### src/rtl/ssp_pkg.sv
`timescale 1ns / 1ps
`default_nettype none

package ssp_pkg;

  localparam int FRAC_BITS = 16;
  localparam longint FX_ONE = 64'sd1 << FRAC_BITS;
  localparam longint FX_EPS = (FX_ONE + 50000) / 100000;

  // magnitude of a numerator of the form value * one
  localparam int NUM_W = 32 + FRAC_BITS;
  localparam int ROOT_STEPS = 32;
  localparam int CNT_W = $clog2(NUM_W);

  localparam int OUT_W = 17;
  localparam logic [OUT_W-1:0] OUT_HALF = OUT_W'(32768);
  localparam int SH_R = (FRAC_BITS >= 16) ? FRAC_BITS - 16 : 0;
  localparam int SH_L = (FRAC_BITS >= 16) ? 0 : 16 - FRAC_BITS;

  localparam logic signed [31:0] SUN_DIST = 32'sd1000;

  typedef enum logic [4:0] {
    OP_NONE,
    OP_LOAD,
    OP_SQ_MUL,
    OP_SQ_ACC,
    OP_ROOT_INIT,
    OP_ROOT_STEP,
    OP_DIV_INIT,
    OP_DIV_STEP,
    OP_DIR_STORE,
    OP_NDC_STORE,
    OP_PT_MUL,
    OP_PT_ACC,
    OP_CLIP_INIT,
    OP_CLIP_MUL,
    OP_CLIP_ACC,
    OP_CLIP_STORE,
    OP_FINAL,
    OP_FAIL
  } op_t;

  typedef struct packed {
    op_t        op;
    logic [1:0] idx_i;
    logic [1:0] idx_j;
    logic       ndc;
  } cmd_t;

  typedef struct packed {
    logic len_small;
    logic w_small;
  } sts_t;

  function automatic logic signed [31:0] sat32(input logic signed [63:0] v);
    if (v > 64'sd2147483647) begin
      return 32'sh7fffffff;
    end else if (v < -64'sd2147483648) begin
      return 32'sh80000000;
    end else begin
      return v[31:0];
    end
  endfunction

endpackage

`default_nettype wire

### src/rtl/ssp_ctrl.sv
`timescale 1ns / 1ps
`default_nettype none

module ssp_ctrl
  import ssp_pkg::*;
(
  input  wire logic clk,
  input  wire logic rst,
  input  wire logic in_valid,
  input  wire logic in_kind,
  output logic      in_ready,
  output logic      out_valid,
  input  wire logic out_ready,
  output cmd_t      cmd,
  input  wire sts_t sts
);

  typedef enum logic [17:0] {
    S_IDLE       = 18'b000000000000000001,
    S_SQ_MUL     = 18'b000000000000000010,
    S_SQ_ACC     = 18'b000000000000000100,
    S_ROOT_INIT  = 18'b000000000000001000,
    S_ROOT       = 18'b000000000000010000,
    S_CHK_LEN    = 18'b000000000000100000,
    S_DIV_INIT   = 18'b000000000001000000,
    S_DIV        = 18'b000000000010000000,
    S_DIV_DONE   = 18'b000000000100000000,
    S_PT_MUL     = 18'b000000001000000000,
    S_PT_ACC     = 18'b000000010000000000,
    S_CLIP_INIT  = 18'b000000100000000000,
    S_CLIP_MUL   = 18'b000001000000000000,
    S_CLIP_ACC   = 18'b000010000000000000,
    S_CLIP_STORE = 18'b000100000000000000,
    S_CHK_W      = 18'b001000000000000000,
    S_FINAL      = 18'b010000000000000000,
    S_FAIL       = 18'b100000000000000000
  } state_t;

  state_t           state, state_next;
  logic [1:0]       ci, ci_next;
  logic [1:0]       cj, cj_next;
  logic [CNT_W-1:0] cnt, cnt_next;
  logic             ndc_phase, ndc_phase_next;
  logic             out_set;
  logic             out_free;

  assign in_ready = (state == S_IDLE);
  assign out_free = !out_valid || out_ready;

  always_comb begin
    state_next     = state;
    ci_next        = ci;
    cj_next        = cj;
    cnt_next       = cnt;
    ndc_phase_next = ndc_phase;
    out_set        = 1'b0;
    cmd.op         = OP_NONE;
    cmd.idx_i      = ci;
    cmd.idx_j      = cj;
    cmd.ndc        = ndc_phase;
    unique case (state)
      S_IDLE: begin
        if (in_valid) begin
          cmd.op         = OP_LOAD;
          ci_next        = '0;
          ndc_phase_next = 1'b0;
          if (in_kind) begin
            state_next = S_SQ_MUL;
          end
        end
      end
      S_SQ_MUL: begin
        cmd.op     = OP_SQ_MUL;
        state_next = S_SQ_ACC;
      end
      S_SQ_ACC: begin
        cmd.op = OP_SQ_ACC;
        if (ci == 2'd2) begin
          state_next = S_ROOT_INIT;
        end else begin
          ci_next    = ci + 2'd1;
          state_next = S_SQ_MUL;
        end
      end
      S_ROOT_INIT: begin
        cmd.op     = OP_ROOT_INIT;
        cnt_next   = '0;
        state_next = S_ROOT;
      end
      S_ROOT: begin
        cmd.op   = OP_ROOT_STEP;
        cnt_next = cnt + 1'b1;
        if (cnt == CNT_W'(ROOT_STEPS - 1)) begin
          state_next = S_CHK_LEN;
        end
      end
      S_CHK_LEN: begin
        ci_next    = '0;
        state_next = sts.len_small ? S_FAIL : S_DIV_INIT;
      end
      S_DIV_INIT: begin
        cmd.op     = OP_DIV_INIT;
        cnt_next   = '0;
        state_next = S_DIV;
      end
      S_DIV: begin
        cmd.op   = OP_DIV_STEP;
        cnt_next = cnt + 1'b1;
        if (cnt == CNT_W'(NUM_W - 1)) begin
          state_next = S_DIV_DONE;
        end
      end
      S_DIV_DONE: begin
        if (ndc_phase) begin
          cmd.op = OP_NDC_STORE;
          if (ci == 2'd1) begin
            state_next = S_FINAL;
          end else begin
            ci_next    = 2'd1;
            state_next = S_DIV_INIT;
          end
        end else begin
          cmd.op     = OP_DIR_STORE;
          state_next = S_PT_MUL;
        end
      end
      S_PT_MUL: begin
        cmd.op     = OP_PT_MUL;
        state_next = S_PT_ACC;
      end
      S_PT_ACC: begin
        cmd.op = OP_PT_ACC;
        if (ci == 2'd2) begin
          cj_next    = '0;
          state_next = S_CLIP_INIT;
        end else begin
          ci_next    = ci + 2'd1;
          state_next = S_DIV_INIT;
        end
      end
      S_CLIP_INIT: begin
        cmd.op     = OP_CLIP_INIT;
        ci_next    = '0;
        state_next = S_CLIP_MUL;
      end
      S_CLIP_MUL: begin
        cmd.op     = OP_CLIP_MUL;
        state_next = S_CLIP_ACC;
      end
      S_CLIP_ACC: begin
        cmd.op = OP_CLIP_ACC;
        if (ci == 2'd2) begin
          state_next = S_CLIP_STORE;
        end else begin
          ci_next    = ci + 2'd1;
          state_next = S_CLIP_MUL;
        end
      end
      S_CLIP_STORE: begin
        cmd.op = OP_CLIP_STORE;
        if (cj == 2'd3) begin
          state_next = S_CHK_W;
        end else begin
          cj_next    = cj + 2'd1;
          state_next = S_CLIP_INIT;
        end
      end
      S_CHK_W: begin
        ci_next        = '0;
        ndc_phase_next = 1'b1;
        state_next     = sts.w_small ? S_FAIL : S_DIV_INIT;
      end
      S_FINAL: begin
        // wait for the output register to free up
        if (out_free) begin
          cmd.op     = OP_FINAL;
          out_set    = 1'b1;
          state_next = S_IDLE;
        end
      end
      S_FAIL: begin
        if (out_free) begin
          cmd.op     = OP_FAIL;
          out_set    = 1'b1;
          state_next = S_IDLE;
        end
      end
      default: begin
        state_next = S_IDLE;
      end
    endcase
  end

  always_ff @(posedge clk) begin
    if (rst) begin
      state     <= S_IDLE;
      ci        <= '0;
      cj        <= '0;
      cnt       <= '0;
      ndc_phase <= 1'b0;
      out_valid <= 1'b0;
    end else begin
      state     <= state_next;
      ci        <= ci_next;
      cj        <= cj_next;
      cnt       <= cnt_next;
      ndc_phase <= ndc_phase_next;
      out_valid <= out_set || (out_valid && !out_ready);
    end
  end

endmodule

`default_nettype wire

### config.mk
export PLATFORM = sky130hd
export DESIGN_NAME = ssp_ctrl
export DESIGN_NICKNAME = d
export VERILOG_FILES = /design/src/rtl/ssp_pkg.sv /design/src/rtl/ssp_ctrl.sv
export SDC_FILE = /design/constraint.sdc
export NUM_CORES = 1
export LEC_CHECK = 0
export ABC_CLOCK_PERIOD_IN_PS = 3700
export BUFFER_PORTS_ARGS = -buffer_cell sky130_fd_sc_hd__buf_4
export CAP_MARGIN = 0
export CORE_MARGIN = 2
export CORE_UTILIZATION = 30
export DETAILED_ROUTE_END_ITERATION = 10
export HOLD_SLACK_MARGIN = 0.15
export PLACE_DENSITY = 0.48
export SLEW_MARGIN = 15
export SYNTH_ARGS = -nofsm -noshare
export SYNTH_HDL_FRONTEND = slang
export SYNTH_SLANG_ARGS = --single-unit
### constraint.sdc
create_clock -name clk -period 3.7 [get_ports clk]
set_input_delay 0.185 -clock clk [delete_from_list [all_inputs] [get_ports clk]]
set_output_delay 0.185 -clock clk [all_outputs]
set_load 0.01 [all_outputs]
# Word level (Yosys, flattened, before mapping)

Index checks and enable logic that the tools add are counted.
W data, S select, Z words.

Register bits after elaboration: 30
Logic and storage cells: 92
Bits of input ports: 7

Equal/unequal tests: 33
Multiplexer cells: 32
Reduce and logical (&&, ||, !) cells: 18
$add $sub $neg: 3

Operators with widths:

| cell                   | count |
|---|---|
| $pmux W18 S17          | 1 |
| $mux W18               | 8 |
| $pmux W5 S16           | 1 |
| $eq A18 B1 Y1 const B  | 1 |
| $eq A18 B10 Y1 const B | 1 |
| $eq A18 B11 Y1 const B | 1 |
| $eq A18 B12 Y1 const B | 1 |
| $eq A18 B13 Y1 const B | 1 |
| $eq A18 B14 Y1 const B | 1 |
| $eq A18 B15 Y1 const B | 1 |
| $eq A18 B16 Y1 const B | 1 |
| $eq A18 B17 Y1 const B | 1 |
| $eq A18 B18 Y1 const B | 1 |
| $eq A18 B2 Y1 const B  | 1 |
| $eq A18 B3 Y1 const B  | 1 |
| $eq A18 B4 Y1 const B  | 1 |
| $eq A18 B5 Y1 const B  | 1 |
| $eq A18 B6 Y1 const B  | 1 |
| $eq A18 B7 Y1 const B  | 1 |
| $eq A18 B8 Y1 const B  | 1 |
| $eq A18 B9 Y1 const B  | 1 |
| $ne A2 B2 Y1 const B   | 9 |
| $mux W17               | 1 |
| $mux W16               | 1 |
| 27 further kinds       | 47 |

# Logic depth before layout (Yosys ltp)

Gate-level depths: netlist (run 1).

Depth in word-level cells: 5
Mapped depth: 9

# Least setup slack after synthesis (run 1)

No wires, ideal clock.

Path kind: reg-to-output
Start point: register state[4]
End point: output cmd[5] (netlist bit)
Data arrival time: 1.973 ns
Path slack: 1.542 ns
Buffers on the path: 1
Cell stages (with the launch flop): 7
Path through: dfxtp_1 -> buf_4 -> nor4_4 -> nand4_2 -> or4_4 -> and4_1 -> a32oi_1

RTL lines:

| item                   | RTL line        | RTL |
|---|---|---|
| from (decl)            | ssp_ctrl.sv:39  | `state_t state, state_next;` |
| from (signal assigned) | ssp_ctrl.sv:203 | `state <= state_next;` |
| to (decl)              | ssp_ctrl.sv:14  | `output cmd_t cmd,` |

==> results of run 1 <==
## where the power goes
group / switching, uW / internal (uW)
Combinational: 104 / 72.4
Sequential: 14.0 / 332
Clock: 126 / 143
Total: 244 / 547
## state kept, by name (all words and copies together) (netlist names)
register   cells
state         18
cnt            6
ci             2
cj             2
ndc_phase      1
out_valid      1
## placed cells by master (no fill, tap or decap), types with 4 or more instances in the layout
| master | instances |
|---|---|
| sky130_fd_sc_hd__nand2b_1 | 6 |
| sky130_fd_sc_hd__xor2_1 | 7 |
| sky130_fd_sc_hd__nor2_1 | 40 |
| sky130_fd_sc_hd__nand2_1 | 14 |
| sky130_fd_sc_hd__or3_1 | 4 |
| sky130_fd_sc_hd__a21oi_1 | 9 |
| sky130_fd_sc_hd__nand4_1 | 5 |
| sky130_fd_sc_hd__o21ai_0 | 5 |
| sky130_fd_sc_hd__nor2b_1 | 4 |
| sky130_fd_sc_hd__inv_1 | 8 |
| sky130_fd_sc_hd__dfxtp_1 | 30 |
| sky130_fd_sc_hd__xnor2_1 | 5 |
| sky130_fd_sc_hd__nor4_4 | 4 |
| sky130_fd_sc_hd__nor3_1 | 7 |
| sky130_fd_sc_hd__buf_4 | 18 |
| sky130_fd_sc_hd__and3_1 | 7 |
| sky130_fd_sc_hd__clkbuf_8 | 6 |
| sky130_fd_sc_hd__nor4_1 | 6 |
| sky130_fd_sc_hd__ha_1 | 4 |
| sky130_fd_sc_hd__nand3_1 | 7 |
## cells in the mapped netlist (all sizes together), types with 6 or more instances
master  count  area, um^2
xor2        7        61.3
inv         8        30.0
nand4       7        56.3
dfxtp      30         601
and3        8        51.3
nand2      15        63.8
nor4       10         123
a21oi       9        45.0
nand3       8        45.0
nand2b      6        37.5
nor3        7        35.0
nor2       40         150
or4         6        56.3
## critical path, stage by stage, from the launching register on
cell,delay [ps]
sky130_fd_sc_hd__dfxtp_1,380
sky130_fd_sc_hd__nor4_4,460
sky130_fd_sc_hd__nand4_2,270
sky130_fd_sc_hd__nor4_1,540
sky130_fd_sc_hd__o21ai_0,250
sky130_fd_sc_hd__and4_1,250
sky130_fd_sc_hd__a32oi_1,230
sky130_fd_sc_hd__buf_4,160
## cells by family after synthesis
group | Yosys count
simple gates | 130
compound gates | 35
flops | 30
buf+inv | 18
xor+xnor | 12
fa+ha+maj | 4
mux | 3
## layout make-up
cell class              instances  area (um^2)  area share [%]
repair buffers                 18          135            6.23
multi-input cells             184         1220            56.5
inverters                       8         30.0            1.38
clock buffers                   6         82.6            3.81
well taps                      77         96.3            4.44
flip-flops and latches         30          601            27.7
## stage by stage
step,total power [uW],setup WS (ps)
detailed placement,528,1120
CTS,799,789
finish,792,693
global route,836,477
global placement,533,1040
floorplan,468,1540
## path summary, 6_finish.rpt
path	start	to	slack [ps]
setup / recovery	state[1]	cmd[5]	690
hold / removal	sts[0]	state[17]	170
setup reg to reg	state[1]	state[0]	1260
hold reg to reg	cj[1]	cj[1]	510
## metal layers
layer  up-vias  global-route usage (%)
li1        869                       -
met5         -                       0
met3         9                    3.34
met1       827                    23.0
met2        40                    21.8
met4         0                    5.05
==> impl_results.rst, run 1 <==
.. list-table::
   :header-rows: 1

   * - Metric
     - Value
   * - Leakage power total
     - 0.000841 uW
   * - Total Routed Length
     - 5270 um
   * - Final Hold Fails
     - 0
   * - Adder and majority gate portion of the synthesized area
     - 2.58%
   * - Mux contribution to synthesized area
     - 1.55%
   * - Highest routed layer
     - met4
   * - Count of different cell masters after synthesis
     - 56
   * - Number of maximum-capacitance violations
     - 0
   * - Outcome
     - finished, final reports clean
   * - Count of routing violations after the opening detailed-route iteration
     - 145
   * - Arrival time at the worst endpoint
     - 2820 ps
   * - Smallest hold slack
     - 167 ps
   * - Antenna Cells
     - 0
   * - Critical path peak fanout
     - 7
   * - Synthesis-stage register bit count
     - 30
   * - Final cycle utilization of the critical path
     - 81.3%
   * - Total vias in the final route
     - 1745
   * - Number of buffers inserted by post-CTS setup repair
     - 0
   * - Top Ports
     - 19
   * - Maximum number of pins on one net before global-route repair
     - 16
   * - Buffer levels on the longest clock path
     - 2
   * - Pin slew with the least headroom to its limit
     - 561 ps
   * - Buffers on Ports
     - 18
   * - Filler cell count in the final layout
     - 683
   * - Relative slew slack
     - 62.3%
   * - Portion of the post-synthesis area used by sequential elements
     - 30.9%
   * - Post-synthesis simple-gate area fraction
     - 40.7%
   * - Pwr Density
     - 365 nW/um^2
   * - Starting density of the core
     - 30.8%
   * - Final routed wire length divided by cell count
     - 16.3 um
   * - TritonCTS clock tree
     - built
   * - Compound-cell area share of the yosys netlist
     - 12.8%
   * - Final core utilization
     - 34.4%
   * - Number of enable flip-flop cells after synthesis
     - 0
   * - Drt first pass iters
     - 4
   * - First-pass GRT wire length
     - 8710 um
   * - Full die area
     - 7140 um^2
   * - Total number of clock tree sinks
     - 30
   * - Final Non-Filler Cells
     - 323
   * - Number of placement rows
     - 29
   * - Number of global-route vias before repair
     - 1645
   * - Post-route DRC violation count
     - 0
   * - Length of routed met2 wiring
     - 2260 um
   * - FMAX
     - 333 MHz
   * - Area Overhead vs Synth
     - 11.7%
   * - Mean cell area of the mapped netlist
     - 8.38 um^2
   * - Commonest register cell after synthesis
     - sky130_fd_sc_hd__dfxtp_1
   * - Share of synthesized flip-flops with an asynchronous set or reset
     - 0%
   * - Min Tclk post-route
     - 3010 ps
   * - Layout cells sized above 1
     - 16.3%
   * - TritonCTS Buffers
     - 5
   * - # hold bufs at CTS
     - 0
   * - Die height
     - 84.5 um
   * - Post-synthesis instance total
     - 232
   * - Post-Route Skew
     - 6.84 ps
   * - Tightest Hold Check Type
     - primary input to flop
   * - Xor-xnor portion of the synthesized cell area
     - 5.41%
   * - Setup repair after global routing missed its margin
     - no
   * - Clk pin slew, worst setup/hold paths
     - 60 ps
   * - Worst Setup Start Kind
     - flop
   * - Max H-tree Level
     - 2
   * - Placeable core region
     - 6310 um^2
   * - Number of stages on the worst hold path
     - 3
   * - Met3 wire length
     - 255 um
   * - Global router's overall resource usage
     - 15.4%
   * - Class of the most critical setup path
     - flop to primary output
   * - Post-route setup TNS
     - 0 ps
   * - Total non-filler cell area in the finished layout
     - 2170 um^2
   * - Initial antenna violation count
     - 0
   * - Length of routed wiring on met1
     - 2660 um
   * - Post-detailed-route count of antenna-violating nets
     - 0
   * - Combined area of all synthesized cells
     - 1940 um^2
   * - Leftover overflow at the end of global routing
     - 0
   * - Final setup violating endpoints
     - 0
   * - Resized cells post-CTS
     - 0
   * - Largest family of logic cells by synthesized area
     - simple AND/OR/NAND/NOR gates
   * - Via-per-instance ratio
     - 5.40
   * - Die X
     - 84.5 um
   * - Worst R2R Path Depth
     - 6
   * - Cell count after placement
     - 317
   * - Worst vdd ir
     - 161 uV
   * - Clock latency reported for the late side of the worst-skew pair
     - 280 ps
   * - Root Buffer
     - sky130_fd_sc_hd__clkbuf_8
   * - Yosys synthesis warning count
     - 0
   * - Critical path data required time
     - 3510 ps
   * - Routability cong.
     - 0.858
   * - Final-stage net count
     - 258
   * - Crit. End Element
     - primary output
   * - Final max-slew violation count
     - 0
   * - Number of nets in the synthesized netlist
     - 243
   * - Placed wire-length estimate after detailed placement
     - 3940 um
   * - Total cell area at the placement stage
     - 2090 um^2
Note: power is estimated with default switching activity, not from simulation.
==> run 2, diff against run 1 <==
--- a/config.mk
+++ b/config.mk
@@ -5,14 +5,15 @@
 export SDC_FILE = /design/constraint.sdc
 export NUM_CORES = 1
 export LEC_CHECK = 0
-export ABC_CLOCK_PERIOD_IN_PS = 3700
+export ABC_AREA = 1
+export ABC_CLOCK_PERIOD_IN_PS = 2600
 export BUFFER_PORTS_ARGS = -buffer_cell sky130_fd_sc_hd__buf_4
 export CAP_MARGIN = 0
 export CORE_MARGIN = 2
 export CORE_UTILIZATION = 30
 export DETAILED_ROUTE_END_ITERATION = 10
 export HOLD_SLACK_MARGIN = 0.15
-export PLACE_DENSITY = 0.48
+export PLACE_DENSITY = 0.49
 export SLEW_MARGIN = 15
 export SYNTH_ARGS = -nofsm -noshare
 export SYNTH_HDL_FRONTEND = slang
==> constraint.sdc (replaced) <==
create_clock -name clk -period 2.6 [get_ports clk]
set_input_delay 0.13 -clock clk [delete_from_list [all_inputs] [get_ports clk]]
set_output_delay 0.13 -clock clk [all_outputs]
set_load 0.01 [all_outputs]
==> run 2 against run 1 <==
- critical path depth rose by 3
- final cell count is 56% higher
- count of clock-buffer cells in the layout is 2 higher
- setup slack worse by 440 ps
- global-route usage is 0.90 points higher
- sequential cell count unchanged
- clock skew is essentially flat
- non-clock buffer count up 3
- via count grew 37%
- sequential power increased by 63%
- largest cell class unchanged
- largest power group is now combinational logic
- highest routed layer unchanged
==> impl_results.rst, run 2 <==
.. list-table::
   :header-rows: 1

   * - Metric
     - Value
   * - Outcome
     - finished, final reports clean
   * - Leading cell types by total area after synthesis
     - sky130_fd_sc_hd__dfxtp_1, sky130_fd_sc_hd__nand2_1, sky130_fd_sc_hd__nor2_1
   * - Max H-tree Level
     - 2
   * - Placeable core region
     - 7610 um^2
   * - Synthesis-stage register bit count
     - 30
   * - FMAX
     - 426 MHz
   * - Buffer levels on the longest clock path
     - 2
   * - Full die area
     - 8420 um^2
   * - Part of the power in the clock network
     - 19.6%
   * - Layout cells sized above 1
     - 14.2%
   * - Min Tclk post-route
     - 2350 ps
   * - Post-Route Skew
     - 6.56 ps
   * - Area share of the largest cell type after synthesis
     - 26.0%
   * - Critical path peak fanout
     - 20
   * - Clk pin slew, worst setup/hold paths
     - 70 ps
   * - Final routed wire length divided by cell count
     - 13.0 um
   * - Area Overhead vs Synth
     - 14.7%
   * - Most common library cell in the layout ignoring fill and taps
     - sky130_fd_sc_hd__nand2_1
   * - Total cell area at the placement stage
     - 2520 um^2
   * - Final setup violating endpoints
     - 0
   * - Number of enable flip-flop cells after synthesis
     - 0
   * - Crit. End Element
     - primary output
   * - Arrival time at the worst endpoint
     - 2220 ps
   * - Maximum number of pins on one net before global-route repair
     - 21
   * - Commonest cells in the netlist
     - sky130_fd_sc_hd__nand2_1, sky130_fd_sc_hd__nor2_1, sky130_fd_sc_hd__inv_1
   * - Post-route setup TNS
     - 0 ps
   * - Largest registers
     - state (18), cnt (6)
   * - Pwr Density
     - 867 nW/um^2
   * - Final max-slew violation count
     - 0
   * - Leftover overflow at the end of global routing
     - 0
   * - Comb power frac
     - 55.9%
   * - Combined area of all synthesized cells
     - 2310 um^2
   * - Internal power of the cells
     - 1190 uW
   * - Post-route DRC violation count
     - 0
   * - Tightest Hold Check Type
     - primary input to flop
   * - Total Routed Length
     - 6540 um
   * - TritonCTS clock tree
     - built
   * - Register with the most flip-flops
     - state
   * - Most used cells in the layout excluding fill and tap cells
     - sky130_fd_sc_hd__nand2_1, sky130_fd_sc_hd__nor2_1, sky130_fd_sc_hd__inv_1, sky130_fd_sc_hd__nand3_1, sky130_fd_sc_hd__dfxtp_1
   * - Top Ports
     - 19
   * - Die height
     - 91.8 um
   * - Final-stage net count
     - 412
   * - Library cell with the largest summed area after synthesis
     - sky130_fd_sc_hd__dfxtp_1
   * - Total non-filler cell area in the finished layout
     - 2650 um^2
   * - Clock latency reported for the late side of the worst-skew pair
     - 280 ps
   * - Portion of the post-synthesis area used by sequential elements
     - 26.0%
   * - Share of synthesized flip-flops with an asynchronous set or reset
     - 0%
   * - Number of maximum-capacitance violations
     - 0
   * - Drt first pass iters
     - 4
   * - Post-detailed-route count of antenna-violating nets
     - 0
   * - Pin slew with the least headroom to its limit
     - 528 ps
   * - Placed wire-length estimate after detailed placement
     - 5240 um
   * - Net switching power of the design
     - 1110 uW
   * - Worst Setup Start Kind
     - flop
   * - Relative slew slack
     - 64.7%
   * - TritonCTS Buffers
     - 5
   * - Net Sw Frac
     - 48.3%
   * - First-pass GRT wire length
     - 10900 um
   * - Global router's overall resource usage
     - 16.3%
   * - Total number of clock tree sinks
     - 30
   * - Routability cong.
     - 0.824
   * - Via-per-instance ratio
     - 4.74
   * - Library cell with the highest instance count after synthesis
     - sky130_fd_sc_hd__nand2_1
   * - Total vias in the final route
     - 2390
   * - Smallest hold slack
     - 229 ps
   * - Post-synthesis instance total
     - 382
   * - Initial antenna violation count
     - 0
   * - Count of different cell masters after synthesis
     - 35
   * - Starting density of the core
     - 30.4%
   * - Root Buffer
     - sky130_fd_sc_hd__clkbuf_8
   * - Yosys synthesis warning count
     - 0
   * - Count of routing violations after the opening detailed-route iteration
     - 159
   * - Commonest register cell after synthesis
     - sky130_fd_sc_hd__dfxtp_1
   * - Buffers on Ports
     - 18
   * - Flip-flop count of the largest register after layout
     - 18
   * - Final cycle utilization of the critical path
     - 90.3%
   * - Antenna Cells
     - 0
   * - Class of the most critical setup path
     - flop to primary output
   * - Worst vdd ir
     - 396 uV
   * - Number of placement rows
     - 32
   * - Final Hold Fails
     - 0
   * - Number of global-route vias before repair
     - 2254
   * - Die X
     - 91.8 um
   * - Resized cells post-CTS
     - 0
   * - Leakage power total
     - 0.00140 uW
   * - Setup repair after global routing missed its margin
     - no
   * - Sequential share of power
     - 24.5%
   * - Critical path data required time
     - 2470 ps
   * - Mean cell area of the mapped netlist
     - 6.05 um^2
   * - Number of nets in the synthesized netlist
     - 393
[run 2: power groups by stage]
stage               logic [uW]  registers [uW]  clock network (uW)
floorplan                  990             568                   0
global placement          1290             571                   0
CTS                       1290             563                 460
finish                    1280             563                 449
detailed placement        1280             573                   0
global route              1440             569                 479
[run 2: routing by layer]
metal	up-vias	global-route usage, %	part of all wire, %
met5	-	0	0
met4	0	4.73	1.5
met3	8	2.47	3.3
met2	41	25.9	44
met1	1071	22.9	51
li1	1270	-	-
[run 2: stage by stage]
step / std cells / setup WS, ps / total power [uW] / utilization (%)
floorplan: 382 / 1010 / 1560 / -
global placement: 494 / 581 / 1860 / 33.1
detailed placement: 494 / 558 / 1850 / 33.1
CTS: 504 / 220 / 2310 / 34.8
global route: 504 / 37.1 / 2490 / 34.8
finish: 504 / 252 / 2300 / 34.8
[run 2: final timing paths]
kind                 start  endpoint  slack [ps]  cells after the start
setup / recovery  state[1]    cmd[5]         250                     10
hold / removal     in_kind  state[0]         230                      4
setup reg to reg  state[1]  state[4]         510                     11
hold reg to reg     cnt[0]    cnt[0]         480                      2
[run 2: logic make-up after synthesis]
logic type      share of synthesized area, %
compound gates                          7.42
fa+ha+maj                               2.17
xor+xnor                               0.379
flops                                   26.0
buf+inv                                 12.9
simple gates                            51.2
[run 2: worst max-delay path, cell delays in order (launching register included)]
cell                      delay, ps
sky130_fd_sc_hd__dfxtp_1        350
sky130_fd_sc_hd__nor2_1         160
sky130_fd_sc_hd__nand2_2        160
sky130_fd_sc_hd__nor2_4         410
sky130_fd_sc_hd__nand3_1        280
sky130_fd_sc_hd__nand2_1        170
sky130_fd_sc_hd__nor2_1          60
sky130_fd_sc_hd__nand2_1         70
sky130_fd_sc_hd__nor3_1          40
sky130_fd_sc_hd__nor2_1         110
sky130_fd_sc_hd__buf_4          130
[run 2: area by class of cell]
cell class,count,area [um^2]
clock buffer,8,110
fill,875,4960
inverter,63,236
multi-input combinational,280,1410
sequential,30,601
tap,102,128
timing repair buffer,21,163
[run 2: what timing repair did]
action / in CTS / in global routing
hold buffers: 2 / 0
setup endpoints to repair: 0 / 0
hold endpoints to repair: 9 / 0
setup buffers: 0 / 0
==> run 3, diff against run 2 <==
--- a/config.mk
+++ b/config.mk
@@ -5,15 +5,15 @@
 export SDC_FILE = /design/constraint.sdc
 export NUM_CORES = 1
 export LEC_CHECK = 0
-export ABC_AREA = 1
 export ABC_CLOCK_PERIOD_IN_PS = 2600
 export BUFFER_PORTS_ARGS = -buffer_cell sky130_fd_sc_hd__buf_4
 export CAP_MARGIN = 0
 export CORE_MARGIN = 2
 export CORE_UTILIZATION = 30
+export CTS_CLUSTER_DIAMETER = 50
 export DETAILED_ROUTE_END_ITERATION = 10
 export HOLD_SLACK_MARGIN = 0.15
-export PLACE_DENSITY = 0.49
+export PLACE_DENSITY = 0.5
 export SLEW_MARGIN = 15
 export SYNTH_ARGS = -nofsm -noshare
 export SYNTH_HDL_FRONTEND = slang
==> run 3 against run 2 <==
- fmax decreased by 7.0%
- count of clock-buffer cells in the layout is 1 lower
- setup slack lost 180 ps
- first-iteration DRC count decreased by 5.7%
- critical path type unchanged
- sequential cell count stayed put
- utilization up 2.3 points
- clock power is 23% lower
- largest cell class unchanged
==> impl_results.rst, run 3 (synthesis results as in run 1) <==
.. list-table::
   :header-rows: 1

   * - Metric
     - Value
   * - Die height
     - 84.5 um
   * - Critical path peak fanout
     - 5
   * - Worst vdd ir
     - 201 uV
   * - Starting density of the core
     - 30.8%
   * - Total Routed Length
     - 5500 um
   * - TritonCTS Buffers
     - 5
   * - Post-Route Skew
     - 4.21 ps
   * - Final setup violating endpoints
     - 0
   * - Layout cells sized above 1
     - 24.6%
   * - Pin slew with the least headroom to its limit
     - 540 ps
   * - Via-per-instance ratio
     - 5.42
   * - Worst Setup Start Kind
     - flop
   * - Smallest hold slack
     - 154 ps
   * - Pwr Density
     - 483 nW/um^2
   * - Final routed wire length divided by cell count
     - 16.1 um
   * - Min Tclk post-route
     - 2520 ps
   * - Register with the most flip-flops
     - state
   * - Post-detailed-route count of antenna-violating nets
     - 0
   * - Buffers on Ports
     - 18
   * - Global router's overall resource usage
     - 15.4%
   * - Post-route setup TNS
     - 0 ps
   * - First-pass GRT wire length
     - 8740 um
   * - Total vias in the final route
     - 1847
   * - Total number of clock tree sinks
     - 30
   * - Antenna Cells
     - 0
   * - TritonCTS clock tree
     - built
   * - Drt first pass iters
     - 4
   * - Class of the most critical setup path
     - flop to primary output
   * - Number of maximum-capacitance violations
     - 0
   * - Placed wire-length estimate after detailed placement
     - 4120 um
   * - Number of global-route vias before repair
     - 1723
   * - Most used cells in the layout excluding fill and tap cells
     - sky130_fd_sc_hd__nor2_1, sky130_fd_sc_hd__buf_4, sky130_fd_sc_hd__dfxtp_1, sky130_fd_sc_hd__nand2_1, sky130_fd_sc_hd__a21oi_1
   * - Routability cong.
     - 0.898
   * - Outcome
     - finished, final reports clean
   * - Clock latency reported for the late side of the worst-skew pair
     - 280 ps
   * - Post-route DRC violation count
     - 0
   * - Leftover overflow at the end of global routing
     - 0
   * - FMAX
     - 396 MHz
   * - Critical path data required time
     - 2470 ps
   * - Final Hold Fails
     - 0
   * - Most common library cell in the layout ignoring fill and taps
     - sky130_fd_sc_hd__nor2_1
   * - Placeable core region
     - 6310 um^2
   * - Leakage power total
     - 0.000935 uW
   * - Arrival time at the worst endpoint
     - 2390 ps
   * - Top Ports
     - 19
   * - Relative slew slack
     - 63.5%
   * - Worst-case register-to-register setup slack
     - 410 ps
   * - Final-stage net count
     - 275
   * - Full die area
     - 7140 um^2
   * - Final cycle utilization of the critical path
     - 97.1%
   * - Final max-slew violation count
     - 0
   * - Root Buffer
     - sky130_fd_sc_hd__clkbuf_8
   * - Buffer levels on the longest clock path
     - 2
   * - Setup slack after placement
     - 195 ps
   * - Number of placement rows
     - 29
   * - Largest registers
     - state (18), cnt (6)
   * - Count of routing violations after the opening detailed-route iteration
     - 150
   * - Tightest Hold Check Type
     - primary input to flop
   * - Initial antenna violation count
     - 0
   * - Flip-flop count of the largest register after layout
     - 18
   * - Max H-tree Level
     - 2
   * - Die X
     - 84.5 um
   * - Crit. End Element
     - primary output
   * - Maximum number of pins on one net before global-route repair
     - 16
   * - Clk pin slew, worst setup/hold paths
     - 60 ps
   * - Final core utilization
     - 37.2%
   * - Area Overhead vs Synth
     - 20.8%
   * - Final worst slack
     - 76.2 ps
   * - Final Non-Filler Cells
     - 341
   * - Cell count after placement
     - 327
-- run 3: cell type report --
| cell class | count | area (um^2) |
|---|---|---|
| Sequential cell | 30 | 606 |
| Multi-Input combinational cell | 184 | 1270 |
| Timing Repair Buffer | 35 | 268 |
| Fill cell | 687 | 3970 |
| Clock buffer | 7 | 76.3 |
| Inverter | 8 | 30.0 |
| Tap cell | 77 | 96.3 |
-- run 3: where the power goes --
group / switching (uW) / internal (uW) / total [uW]
Sequential: 20.2 / 473 / 493
Combinational: 161 / 131 / 293
Clock: 163 / 184 / 347
-- run 3: path summary, 6_finish.rpt --
path | from | end | depth (start not counted)
min | out_ready | out_valid | 4
min reg2reg | state[2] | state[2] | 1
max reg2reg | state[0] | ci[1] | 8
max | state[0] | cmd[5] | 7
-- run 3: metrics by stage --
stage	instance area, um^2	power, uW
finish	2350	1130
global placement	2160	765
CTS	2270	1120
floorplan	1940	666
global route	2350	1200
detailed placement	2160	761
-- run 3: worst max-delay path, cell delays in order (launching register included) --
cell and delay (ps):
sky130_fd_sc_hd__dfxtp_2 350, sky130_fd_sc_hd__nor4_4 270, sky130_fd_sc_hd__buf_4 200, sky130_fd_sc_hd__nand4_4 130, sky130_fd_sc_hd__or4_4 580, sky130_fd_sc_hd__and4_4 220, sky130_fd_sc_hd__a32oi_2 220, sky130_fd_sc_hd__buf_4 150
-- run 3: repair_timing --
| item | CTS | global route |
|---|---|---|
| endpoints found under the setup margin | 1 | 1 |
| buffers inserted | 2 | 3 |
| endpoints found under the hold margin | 4 | 0 |
| gates resized for setup | 0 | 13 |
| pin swaps | 2 | 4 |
| hold buffers | 2 | 0 |
-- run 3: layer usage --
layer	up-vias	wire length (um)	global-route usage, %	part of all wire, %
met2	69	2490	23.3	45
li1	911	-	-	-
met3	10	292	2.46	5.3
met1	857	2590	21.9	47
met4	0	119	6.35	2.2
met5	-	0	0	0
